### config.mk
export PLATFORM = sky130hd
export DESIGN_NAME = kcs_frame_receive_check_top_flat
export DESIGN_NICKNAME = d
export VERILOG_FILES = /design/src/sv/kfrc_pkg.sv /design/src/sv/kfrc_if.sv /design/src/sv/kcs_frame_receive_check_top.sv /design/src/sv/kfrc_cfg.sv /design/src/sv/kfrc_core.sv /design/src/flat_wrapper.sv
export SDC_FILE = /design/constraint.sdc
export NUM_CORES = 1
export LEC_CHECK = 0
export BUFFER_PORTS_ARGS = -buffer_cell sky130_fd_sc_hd__clkbuf_2
export CAP_MARGIN = 20
export CORE_MARGIN = 3
export CORE_UTILIZATION = 60
export CTS_CLUSTER_DIAMETER = 80
export DETAILED_ROUTE_END_ITERATION = 6
export PLACE_DENSITY = 0.95
export SYNTH_ARGS = -nofsm -noshare
export SYNTH_HDL_FRONTEND = slang
export SYNTH_HIERARCHICAL = 1
export SYNTH_SLANG_ARGS = --single-unit
export TNS_END_PERCENT = 100
### constraint.sdc
create_clock -name clk -period 5.3 [get_ports clk]
set_clock_uncertainty 0.15 [all_clocks]
set_input_delay 0.265 -clock clk [delete_from_list [all_inputs] [get_ports clk]]
set_output_delay 0.265 -clock clk [all_outputs]
set_load 0.02 [all_outputs]
### src/sv/kfrc_pkg.sv
// kfrc_pkg: types, codes and helpers for the KCS frame receive checker.
// No dependencies; the top, kfrc_cfg and kfrc_core import it.
`timescale 1ns / 1ps

package kfrc_pkg;

  localparam int HEADER_BYTES = 3;

  localparam logic [7:0] CODE_WRITE_START = 8'h61;
  localparam logic [7:0] CODE_WRITE_END   = 8'h62;

  localparam logic [7:0] NETFN_RST     = 8'hB0;
  localparam logic [7:0] BODY_CODE_RST = 8'h01;

  localparam int CFG_ADDR_W = 3;
  localparam logic REG_NETFN     = 1'b0;
  localparam logic REG_BODY_CODE = 1'b1;

  localparam logic [1:0] ST_IDLE  = 2'd0;
  localparam logic [1:0] ST_READ  = 2'd1;
  localparam logic [1:0] ST_WRITE = 2'd2;

  localparam logic [2:0] FS_OK       = 3'd0;
  localparam logic [2:0] FS_PROTOCOL = 3'd1;
  localparam logic [2:0] FS_NETFN    = 3'd2;
  localparam logic [2:0] FS_BODY     = 3'd3;
  localparam logic [2:0] FS_LENGTH   = 3'd4;
  localparam logic [2:0] FS_PEC      = 3'd5;
  localparam logic [2:0] FS_OVERFLOW = 3'd6;

  typedef enum logic [2:0] {
    PH_IDLE = 3'b001,
    PH_DATA = 3'b010,
    PH_PEC  = 3'b100
  } phase_t;

  typedef struct packed {
    logic [7:0] netfn;
    logic [7:0] body_code;
  } cfg_t;

  typedef struct packed {
    logic       publish_state;
    logic [1:0] state_code;
    logic       payload_valid;
    logic [7:0] payload_byte;
    logic       frame_done;
    logic [2:0] frame_status;
    logic [8:0] payload_length;
  } result_t;

  // SMBus PEC, CRC-8 poly 0x07, one byte
  function automatic logic [7:0] crc8_byte(input logic [7:0] crc, input logic [7:0] b);
    logic [7:0] c;
    c = crc ^ b;
    for (int i = 0; i < 8; i++) begin
      c = c[7] ? ((c << 1) ^ 8'h07) : (c << 1);
    end
    return c;
  endfunction

endpackage

### src/sv/kfrc_if.sv
// kfrc_if: valid/ready channel interfaces for host writes and check results.
// No dependencies.
`timescale 1ns / 1ps

interface kfrc_in_if;
  logic       valid;
  logic       ready;
  logic [7:0] host_byte;
  logic       is_command;

  modport source(output valid, output host_byte, output is_command, input ready);
  modport sink(input valid, input host_byte, input is_command, output ready);
endinterface

interface kfrc_out_if;
  logic       valid;
  logic       ready;
  logic       publish_state;
  logic [1:0] state_code;
  logic       payload_valid;
  logic [7:0] payload_byte;
  logic       frame_done;
  logic [2:0] frame_status;
  logic [8:0] payload_length;

  modport source(output valid, output publish_state, output state_code,
                 output payload_valid, output payload_byte, output frame_done,
                 output frame_status, output payload_length, input ready);
  modport sink(input valid, input publish_state, input state_code,
               input payload_valid, input payload_byte, input frame_done,
               input frame_status, input payload_length, output ready);
endinterface

### src/sv/kcs_frame_receive_check_top.sv
// kcs_frame_receive_check_top: KCS write-transfer receiver with header and PEC check.
// Stages: input register, one-step checker, result register; a stall on out_ch holds them.
// Throughput: one host write per cycle while out_ch is not stalled.
// Reset: synchronous rst_n clears frame state to idle and config to 0xB0 / 0x01.
// Depends on kfrc_pkg, kfrc_if, kfrc_cfg, kfrc_core.
`timescale 1ns / 1ps

module kcs_frame_receive_check_top
  import kfrc_pkg::*;
#(
  parameter int MAX_PAYLOAD = 256
) (
  input  logic                  clk,
  input  logic                  rst_n,
  kfrc_in_if.sink               in_ch,
  kfrc_out_if.source            out_ch,
  input  logic                  cfg_psel,
  input  logic                  cfg_penable,
  input  logic                  cfg_pwrite,
  input  logic [CFG_ADDR_W-1:0] cfg_paddr,
  input  logic [31:0]           cfg_pwdata,
  output logic [31:0]           cfg_prdata,
  output logic                  cfg_pready
);

  logic       in_v_r;
  logic [7:0] in_byte_r;
  logic       in_cmd_r;
  logic       out_v_r;
  result_t    out_res_r;
  result_t    res;
  cfg_t       cfg;
  logic       advance;
  logic       step;

  assign advance     = !out_v_r || out_ch.ready;
  assign step        = advance && in_v_r;
  assign in_ch.ready = !in_v_r || advance;

  kfrc_cfg u_cfg (
    .clk     (clk),
    .rst_n   (rst_n),
    .psel    (cfg_psel),
    .penable (cfg_penable),
    .pwrite  (cfg_pwrite),
    .paddr   (cfg_paddr),
    .pwdata  (cfg_pwdata),
    .prdata  (cfg_prdata),
    .pready  (cfg_pready),
    .cfg     (cfg)
  );

  kfrc_core #(
    .MAX_PAYLOAD (MAX_PAYLOAD)
  ) u_core (
    .clk        (clk),
    .rst_n      (rst_n),
    .step       (step),
    .host_byte  (in_byte_r),
    .is_command (in_cmd_r),
    .cfg        (cfg),
    .res        (res)
  );

  always_ff @(posedge clk) begin
    if (!rst_n) begin
      in_v_r <= 1'b0;
    end else if (in_ch.ready) begin
      in_v_r <= in_ch.valid;
    end
  end

  always_ff @(posedge clk) begin
    if (in_ch.ready && in_ch.valid) begin
      in_byte_r <= in_ch.host_byte;
      in_cmd_r  <= in_ch.is_command;
    end
  end

  always_ff @(posedge clk) begin
    if (!rst_n) begin
      out_v_r <= 1'b0;
    end else if (advance) begin
      out_v_r <= in_v_r;
    end
  end

  always_ff @(posedge clk) begin
    if (step) begin
      out_res_r <= res;
    end
  end

  assign out_ch.valid          = out_v_r;
  assign out_ch.publish_state  = out_res_r.publish_state;
  assign out_ch.state_code     = out_res_r.state_code;
  assign out_ch.payload_valid  = out_res_r.payload_valid;
  assign out_ch.payload_byte   = out_res_r.payload_byte;
  assign out_ch.frame_done     = out_res_r.frame_done;
  assign out_ch.frame_status   = out_res_r.frame_status;
  assign out_ch.payload_length = out_res_r.payload_length;

endmodule

### src/sv/kfrc_cfg.sv
// kfrc_cfg: APB-style register block holding the expected header bytes.
// Depends on kfrc_pkg.
`timescale 1ns / 1ps

module kfrc_cfg
  import kfrc_pkg::*;
(
  input  logic                  clk,
  input  logic                  rst_n,
  input  logic                  psel,
  input  logic                  penable,
  input  logic                  pwrite,
  input  logic [CFG_ADDR_W-1:0] paddr,
  input  logic [31:0]           pwdata,
  output logic [31:0]           prdata,
  output logic                  pready,
  output cfg_t                  cfg
);

  logic [7:0] netfn_r;
  logic [7:0] body_r;
  logic       wr_en;
  logic       reg_sel;

  assign pready  = 1'b1;
  assign wr_en   = psel && penable && pwrite;
  assign reg_sel = paddr[2];

  always_ff @(posedge clk) begin
    if (!rst_n) begin
      netfn_r <= NETFN_RST;
      body_r  <= BODY_CODE_RST;
    end else if (wr_en) begin
      case (reg_sel)
        REG_NETFN:     netfn_r <= pwdata[7:0];
        REG_BODY_CODE: body_r  <= pwdata[7:0];
        default: ;
      endcase
    end
  end

  always_comb begin
    case (reg_sel)
      REG_NETFN:     prdata = {24'd0, netfn_r};
      REG_BODY_CODE: prdata = {24'd0, body_r};
      default:       prdata = '0;
    endcase
  end

  assign cfg.netfn     = netfn_r;
  assign cfg.body_code = body_r;

endmodule

### src/sv/kfrc_core.sv
// kfrc_core: frame state, header capture, running PEC and final verdict.
// One host write per step; depends on kfrc_pkg.
`timescale 1ns / 1ps

module kfrc_core
  import kfrc_pkg::*;
#(
  parameter int MAX_PAYLOAD = 256
) (
  input  logic       clk,
  input  logic       rst_n,
  input  logic       step,
  input  logic [7:0] host_byte,
  input  logic       is_command,
  input  cfg_t       cfg,
  output result_t    res
);

  localparam int CW = $clog2(HEADER_BYTES + MAX_PAYLOAD + 1);
  localparam logic [CW-1:0] HDR_CNT = CW'(HEADER_BYTES);
  localparam logic [CW-1:0] DC_MAX  = CW'(HEADER_BYTES + MAX_PAYLOAD);

  phase_t        phase_r, phase_nxt;
  logic [CW-1:0] dc_r, dc_nxt;
  logic [7:0]    hn_r, hn_nxt;
  logic [7:0]    hb_r, hb_nxt;
  logic [7:0]    hl_r, hl_nxt;
  logic [7:0]    crc_r, crc_nxt;
  logic          ovf_r, ovf_nxt;

  logic          short_hdr;
  logic [8:0]    plen_cur;
  logic [7:0]    hn_chk;
  logic [7:0]    hb_chk;

  assign short_hdr = dc_r < HDR_CNT;
  assign plen_cur  = short_hdr ? 9'd0 : 9'(dc_r - HDR_CNT);
  assign hn_chk    = (short_hdr && dc_r == '0) ? host_byte : hn_r;
  assign hb_chk    = (short_hdr && dc_r == CW'(1)) ? host_byte : hb_r;

  always_comb begin
    phase_nxt = phase_r;
    dc_nxt    = dc_r;
    hn_nxt    = hn_r;
    hb_nxt    = hb_r;
    hl_nxt    = hl_r;
    crc_nxt   = crc_r;
    ovf_nxt   = ovf_r;
    res       = '0;
    case (phase_r)
      PH_DATA: begin
        res.publish_state = 1'b1;
        res.state_code    = ST_WRITE;
        if (is_command) begin
          if (host_byte == CODE_WRITE_END) begin
            phase_nxt = PH_PEC;
          end else begin
            res.frame_done     = 1'b1;
            res.frame_status   = FS_PROTOCOL;
            res.payload_length = plen_cur;
            phase_nxt          = PH_IDLE;
          end
        end else if (short_hdr) begin
          if (dc_r == '0) begin
            hn_nxt = host_byte;
          end else if (dc_r == CW'(1)) begin
            hb_nxt = host_byte;
          end else begin
            hl_nxt = host_byte;
          end
          dc_nxt = dc_r + CW'(1);
        end else if (dc_r < DC_MAX) begin
          dc_nxt            = dc_r + CW'(1);
          crc_nxt           = crc8_byte(crc_r, host_byte);
          res.payload_valid = 1'b1;
          res.payload_byte  = host_byte;
        end else begin
          ovf_nxt = 1'b1;
        end
      end
      PH_PEC: begin
        res.frame_done = 1'b1;
        phase_nxt      = PH_IDLE;
        if (is_command) begin
          res.frame_status   = FS_PROTOCOL;
          res.payload_length = plen_cur;
        end else begin
          res.publish_state  = 1'b1;
          res.state_code     = ST_READ;
          res.payload_length = plen_cur;
          if (short_hdr) begin
            hn_nxt = hn_chk;
            hb_nxt = hb_chk;
            if (dc_r == CW'(2)) begin
              hl_nxt = host_byte;
            end
            dc_nxt = dc_r + CW'(1);
          end
          if (hn_chk != cfg.netfn) begin
            res.frame_status = FS_NETFN;
          end else if (hb_chk != cfg.body_code) begin
            res.frame_status = FS_BODY;
          end else if (short_hdr) begin
            res.frame_status = FS_LENGTH;
          end else if (ovf_r) begin
            res.frame_status = FS_OVERFLOW;
          end else if ({1'b0, hl_r} != plen_cur) begin
            res.frame_status = FS_LENGTH;
          end else if (crc_r != host_byte) begin
            res.frame_status = FS_PEC;
          end else begin
            res.frame_status = FS_OK;
          end
        end
      end
      default: begin
        phase_nxt = PH_IDLE;
        if (!is_command) begin
          res.frame_done   = 1'b1;
          res.frame_status = FS_PROTOCOL;
        end else begin
          res.publish_state = 1'b1;
          res.state_code    = ST_WRITE;
          if (host_byte == CODE_WRITE_START) begin
            dc_nxt    = '0;
            hn_nxt    = '0;
            hb_nxt    = '0;
            hl_nxt    = '0;
            crc_nxt   = '0;
            ovf_nxt   = 1'b0;
            phase_nxt = PH_DATA;
          end else begin
            res.frame_done   = 1'b1;
            res.frame_status = FS_PROTOCOL;
          end
        end
      end
    endcase
  end

  always_ff @(posedge clk) begin
    if (!rst_n) begin
      phase_r <= PH_IDLE;
      dc_r    <= '0;
      hn_r    <= '0;
      hb_r    <= '0;
      hl_r    <= '0;
      crc_r   <= '0;
      ovf_r   <= 1'b0;
    end else if (step) begin
      phase_r <= phase_nxt;
      dc_r    <= dc_nxt;
      hn_r    <= hn_nxt;
      hb_r    <= hb_nxt;
      hl_r    <= hl_nxt;
      crc_r   <= crc_nxt;
      ovf_r   <= ovf_nxt;
    end
  end

`ifndef SYNTH
  a_start_clears: assert property (@(posedge clk) disable iff (!rst_n)
    step && phase_r != PH_DATA && phase_nxt == PH_DATA |=> dc_r == '0 && !ovf_r)
    else $error("frame state not cleared on write start");
  a_ovf_saturated: assert property (@(posedge clk) disable iff (!rst_n)
    ovf_r |-> dc_r == DC_MAX)
    else $error("overflow flagged before payload limit");
  a_count_bound: assert property (@(posedge clk) disable iff (!rst_n)
    dc_r <= DC_MAX)
    else $error("data count past limit");
  a_payload_in_write: assert property (@(posedge clk) disable iff (!rst_n)
    step && res.payload_valid |-> res.publish_state && res.state_code == ST_WRITE
      && !res.frame_done)
    else $error("payload byte outside write state");
`endif

endmodule
### src/flat_wrapper.sv
// flat-port wrapper written by rule: the top's interface ports become plain ports
module kcs_frame_receive_check_top_flat import kfrc_pkg::*;
#(
  parameter int MAX_PAYLOAD = 256
)
  (clk, rst_n, cfg_psel, cfg_penable, cfg_pwrite, cfg_paddr, cfg_pwdata, cfg_prdata, cfg_pready, in_ch_valid, in_ch_host_byte, in_ch_is_command, in_ch_ready, out_ch_valid, out_ch_publish_state, out_ch_state_code, out_ch_payload_valid, out_ch_payload_byte, out_ch_frame_done, out_ch_frame_status, out_ch_payload_length, out_ch_ready);
  kfrc_in_if in_ch_i ();
  kfrc_out_if out_ch_i ();
  input  logic clk;
  input  logic rst_n;
  input  logic cfg_psel;
  input  logic cfg_penable;
  input  logic cfg_pwrite;
  input  logic [CFG_ADDR_W-1:0] cfg_paddr;
  input  logic [31:0] cfg_pwdata;
  output logic [31:0] cfg_prdata;
  output logic cfg_pready;
  input wire logic [$bits(in_ch_i.valid)-1:0] in_ch_valid;
  input wire logic [$bits(in_ch_i.host_byte)-1:0] in_ch_host_byte;
  input wire logic [$bits(in_ch_i.is_command)-1:0] in_ch_is_command;
  output wire logic [$bits(in_ch_i.ready)-1:0] in_ch_ready;
  output wire logic [$bits(out_ch_i.valid)-1:0] out_ch_valid;
  output wire logic [$bits(out_ch_i.publish_state)-1:0] out_ch_publish_state;
  output wire logic [$bits(out_ch_i.state_code)-1:0] out_ch_state_code;
  output wire logic [$bits(out_ch_i.payload_valid)-1:0] out_ch_payload_valid;
  output wire logic [$bits(out_ch_i.payload_byte)-1:0] out_ch_payload_byte;
  output wire logic [$bits(out_ch_i.frame_done)-1:0] out_ch_frame_done;
  output wire logic [$bits(out_ch_i.frame_status)-1:0] out_ch_frame_status;
  output wire logic [$bits(out_ch_i.payload_length)-1:0] out_ch_payload_length;
  input wire logic [$bits(out_ch_i.ready)-1:0] out_ch_ready;
  assign in_ch_i.valid = in_ch_valid;
  assign in_ch_i.host_byte = in_ch_host_byte;
  assign in_ch_i.is_command = in_ch_is_command;
  assign in_ch_ready = in_ch_i.ready;
  assign out_ch_valid = out_ch_i.valid;
  assign out_ch_publish_state = out_ch_i.publish_state;
  assign out_ch_state_code = out_ch_i.state_code;
  assign out_ch_payload_valid = out_ch_i.payload_valid;
  assign out_ch_payload_byte = out_ch_i.payload_byte;
  assign out_ch_frame_done = out_ch_i.frame_done;
  assign out_ch_frame_status = out_ch_i.frame_status;
  assign out_ch_payload_length = out_ch_i.payload_length;
  assign out_ch_i.ready = out_ch_ready;
  kcs_frame_receive_check_top #(.MAX_PAYLOAD(MAX_PAYLOAD)) u_core (.clk(clk), .rst_n(rst_n), .in_ch(in_ch_i), .out_ch(out_ch_i), .cfg_psel(cfg_psel), .cfg_penable(cfg_penable), .cfg_pwrite(cfg_pwrite), .cfg_paddr(cfg_paddr), .cfg_pwdata(cfg_pwdata), .cfg_prdata(cfg_prdata), .cfg_pready(cfg_pready));
endmodule
==> impl_results.md <==
* Result of the run: finished clean
* Slew at the pin closest to its max-slew limit at 0.813 ns
* CP max stage delay at 0.55 ns
* Router iterations before antenna repair at 6
* Internal power of the cells at 1060 uW
* Highest-delay cell along the critical path: sky130_fd_sc_hd__a2111oi_4
* Starting DRT DRC Count at between 300 and 400
* Final worst hold slack at 0.00429 ns
* Initial antenna violation count at 0
* Xor and xnor area share after synthesis at 8.90%
* Number of buffers added by the clock tree synthesis step at 9
* Post-layout net count at 672
* Synth Area in Simple Gates at 19.6%
* Worst ir drop on vdd at 0.000163 V
* Cell chosen for the clock root: sky130_fd_sc_hd__clkbuf_8
* Later-pin clock latency in the skew report at 0.38 ns
* Share of total power in sequential cells at 55.7%
* Unrepaired setup endpoints after global routing: no
* Core area at 8760 um2
* Largest net degree at the start of global routing at 46
* Final clock period utilization by the worst path at 58.2%
* Vias at 4516
* Switching power of the nets at 385 uW
* Proportion of register bits with asynchronous set or reset after synthesis at 0%
* Pre-CTS setup slack at 2.31 ns
* Worst Hold Class: input port to flop
* Clock slew at the register clock pins of the worst setup and hold paths at between 0.1 and 0.15 ns
* Share of the yosys chip area belonging to registers at ~42%
* Max-capacitance violation count at 0
* Share of layout cells above drive strength 1 at 18.0%
* Setup violation total in the final timing report at 0
* Vias per std cell at 6.23
* Detailed-route wire length per cell at ~18 um
* GR Overflow Total at 0
* Arithmetic-cell share of the synthesized area counting full adders, half adders and majority gates at 2.08%
* Clock power frac at a little over a third
* Mux share of post-synthesis cell area at 6.33%
* Synth Flop Type: sky130_fd_sc_hd__dfxtp_1
* Most utilized layer in the global route result: met2
* R2R cell count at 7
* Placer's final routability congestion estimate at ~0.93
* Fin crit period at approximately 3.1 ns
* Critical setup path kind: flop to flop
* Overall Power at approximately 1400 uW
* Critical path, cell by cell: a2111oi_4 -> and3_1 -> mux2i_1 -> xor2_1 -> o221ai_1 -> nor3_1 -> a21boi_0
* Number of I/O port buffers at 59
* Ratio of total power to cell area at 243 nW/um2
* Worst hold path depth at 3
* Global routing met1 resource utilization at 32.0%
* Count of pins over their slew limit at 0
* Leakage power summed over all cells at 0.00232 uW
* Kind of capture point of the worst setup path: flop
* Timing-limited maximum frequency at 324 MHz
* Number of storage elements in the synthesis netlist at 97
* Total negative slack at 0 ns
* Most frequent cells after synthesis: sky130_fd_sc_hd__dfxtp_1, sky130_fd_sc_hd__nand2_1, sky130_fd_sc_hd__xnor2_1, sky130_fd_sc_hd__edfxtp_1, sky130_fd_sc_hd__nor2_1
* Detail Placement HPWL at 8900 um
* Chip height at 101 um
* Total die area at 10200 um2
* Wire length reported by the detailed router at 13000 um
* Worst endpoint required time at ~5.3 ns
* Number of remaining DRC errors at 0
* Fin worst setup slack at 2.21 ns
* Antenna violation net count after detailed routing at 0
* Number of primary I/O pins at about 110
* CTS H-tree depth at 3
* Largest family of logic cells by synthesized area: simple AND/OR/NAND/NOR gates
* Met3 demand-to-capacity share in global routing at 4.91%
* End-of-flow core utilization at between 60 and 70%
* Most frequent cell after synthesis: sky130_fd_sc_hd__dfxtp_1
* Combinational share of power at 9.5%
* # resized after CTS at 0
* Filler cell count in the final layout at 625
* Via count of the first global-routing pass at roughly 4.2k
* Worst max-slew margin expressed relative to the limit at 45.8%
* Syn Inst Count at 559
* Synth-to-layout area growth at 9.73%
* Arrival time of the worst setup path at 3.04 ns
* CTS tree: yes
* Maximum clock insertion buffer count at 2
* Number of buffers added for setup after CTS at 0
* Post-Syn Area per Cell at 9.68 um2
* Diode insertion count for antenna repair at 0
* Number of library cell types mapped by synthesis at between 70 and 80
* Number of endpoints with negative hold slack in the final report at 0
* Synth area leaders: sky130_fd_sc_hd__dfxtp_1, sky130_fd_sc_hd__edfxtp_1, sky130_fd_sc_hd__xnor2_1
* Crit start category: flop
* All-Layer GR Usage at 25.2%
* Number of clock sinks at 97
* Crit-path max FO at 12
* Share of the synthesized area in the top cell type at 23.3%
* Width of the die at 101 um
* Number of synthesized flops with an enable pin at 34
* Initial standard-cell utilization of the core at a little over 60%
* Switching fraction of total power at 26.6%
* Global-route wire length before repair at 20300 um
* Met2 capacity usage during global routing at 40.8%
* Count of standard-cell rows at 34
* Largest area contributor in the netlist: sky130_fd_sc_hd__dfxtp_1
* Total of warnings raised by yosys at 6
* Netlist area before placement at 5410 um2
* Share of the synthesized area in compound gates (AO/OA/AOI/OAI) at 13.0%
==> cell families (layout without fill, tap and decap cells) <==
group,count (synthesis),in the layout
buffers and inverters,72,107
DFF,97,97
xor gates and xnor gates,55,55
adders and majority gates,9,9
muxes,33,33
and+or+nand+nor,191,191
AOI/OAI and AO/OA,100,100
other,2,25
==> power groups by stage <==
| stage | clock network (uW) | registers, uW | logic [uW] |
|---|---|---|---|
| 2_1_floorplan | 0 | 816 | 110 |
| 3_5_place_dp | 0 | 821 | 126 |
| 4_1_cts | 506 | 804 | 135 |
| 6_report | 503 | 805 | 137 |
| 3_3_place_gp | 0 | 820 | 121 |
| 5_1_grt | 533 | 806 | 147 |
==> worst max-delay path, delay by kind of cell (launching register included) <==
| kind | cells | cell delay, ns |
|---|---|---|
| flip-flops | 1 | 0.45 |
| AND/OR/NAND/NOR | 2 | 0.91 |
| multiplexers | 1 | 0.28 |
| XOR/XNOR | 1 | 0.16 |
| AO/OA/AOI/OAI | 3 | 0.88 |
==> registers in the layout, indices dropped and copies added (netlist names) <==
signal	flops
u_core/in_byte_r	8
u_core/in_cmd_r	1
u_core/in_v_r	1
u_core/out_ch.frame_done	1
u_core/out_ch.frame_status	3
u_core/out_ch.payload_byte	8
u_core/out_ch.payload_length	9
u_core/out_ch.payload_valid	1
u_core/out_ch.publish_state	1
u_core/out_ch.state_code	2
u_core/out_ch.valid	1
u_core/u_cfg/body_r	8
u_core/u_cfg/netfn_r	8
u_core/u_core/crc_r	8
u_core/u_core/dc_r	9
u_core/u_core/hb_r	8
u_core/u_core/hl_r	8
u_core/u_core/hn_r	8
u_core/u_core/ovf_r	1
u_core/u_core/phase_r	3
==> layout make-up <==
class,count,area [um2],share of cell area [%]
timing repair buffer,75,450,7.58
inverter,16,60.1,1.01
clock inverter,5,53.8,0.906
multi-input combinational,413,2800,47.1
clock buffer,11,163,2.74
sequential,97,2280,38.4
tap,108,135,2.28
==> worst paths after layout <==
path | startpoint | end | slack, ns
worst min-delay path | cfg_pwdata[2] | u_core/u_cfg/netfn_r[2]$_SDFFE_PN0P_ | 0.004
worst max register to register | u_core/u_core/dc_r[2]$_SDFFE_PN0P_ | u_core/out_ch.frame_status[1]$_DFFE_PP_ | 2.21
worst max-delay path | u_core/u_core/dc_r[2]$_SDFFE_PN0P_ | u_core/out_ch.frame_status[1]$_DFFE_PP_ | 2.21
worst min register to register | u_core/u_core/hl_r[1]$_SDFFE_PN0P_ | u_core/u_core/hl_r[1]$_SDFFE_PN0P_ | 0.33
==> cell usage in the layout (no fill, tap or decap), types with 3 or more instances in the layout <==
master | netlist | routed
sky130_fd_sc_hd__a211oi_1 | 3 | 3
sky130_fd_sc_hd__a21boi_0 | 3 | 3
sky130_fd_sc_hd__a21oi_1 | 19 | 19
sky130_fd_sc_hd__a22o_1 | 8 | 8
sky130_fd_sc_hd__a22oi_1 | 7 | 7
sky130_fd_sc_hd__and2_1 | 9 | 9
sky130_fd_sc_hd__and3_1 | 5 | 5
sky130_fd_sc_hd__clkbuf_2 | 1 | 59
sky130_fd_sc_hd__clkbuf_8 | 0 | 10
sky130_fd_sc_hd__conb_1 | 2 | 25
sky130_fd_sc_hd__dfxtp_1 | 63 | 63
sky130_fd_sc_hd__dlygate4sd3_1 | 0 | 14
sky130_fd_sc_hd__edfxtp_1 | 34 | 34
sky130_fd_sc_hd__ha_1 | 9 | 9
sky130_fd_sc_hd__inv_1 | 15 | 15
sky130_fd_sc_hd__mux2_2 | 10 | 10
sky130_fd_sc_hd__mux2i_1 | 23 | 23
sky130_fd_sc_hd__nand2_1 | 56 | 56
sky130_fd_sc_hd__nand3_1 | 14 | 14
sky130_fd_sc_hd__nand4_1 | 13 | 13
sky130_fd_sc_hd__nor2_1 | 33 | 33
sky130_fd_sc_hd__nor2b_1 | 19 | 18
sky130_fd_sc_hd__nor3_1 | 12 | 12
sky130_fd_sc_hd__o21ai_0 | 24 | 24
sky130_fd_sc_hd__o221a_2 | 3 | 3
sky130_fd_sc_hd__o22ai_1 | 7 | 7
sky130_fd_sc_hd__or3_1 | 5 | 5
sky130_fd_sc_hd__xnor2_1 | 39 | 39
sky130_fd_sc_hd__xor2_1 | 16 | 16
==> metal layers <==
metal  vias up  wire length (um)  share of wire, %
met5         -                 0                 0
met4         0               547               4.2
met3        71              1170               9.0
met2       308              6110                47
met1      2097              5130                40
li1       2040                 -                 -
==> timing repair <==
action / CTS / global route
endpoints found under the hold margin: 14 / 0
hold buffers: 14 / 0
setup endpoints to repair: 0 / 0
==> stage by stage <==
step                      instances  cell area, um2
final                           725            5940
after global routing            725            5940
after CTS                       725            5940
after detailed placement        695            5580
after global placement          695            5580
after floorplan                 582            5500
Power figures use the tool's default switching activity.
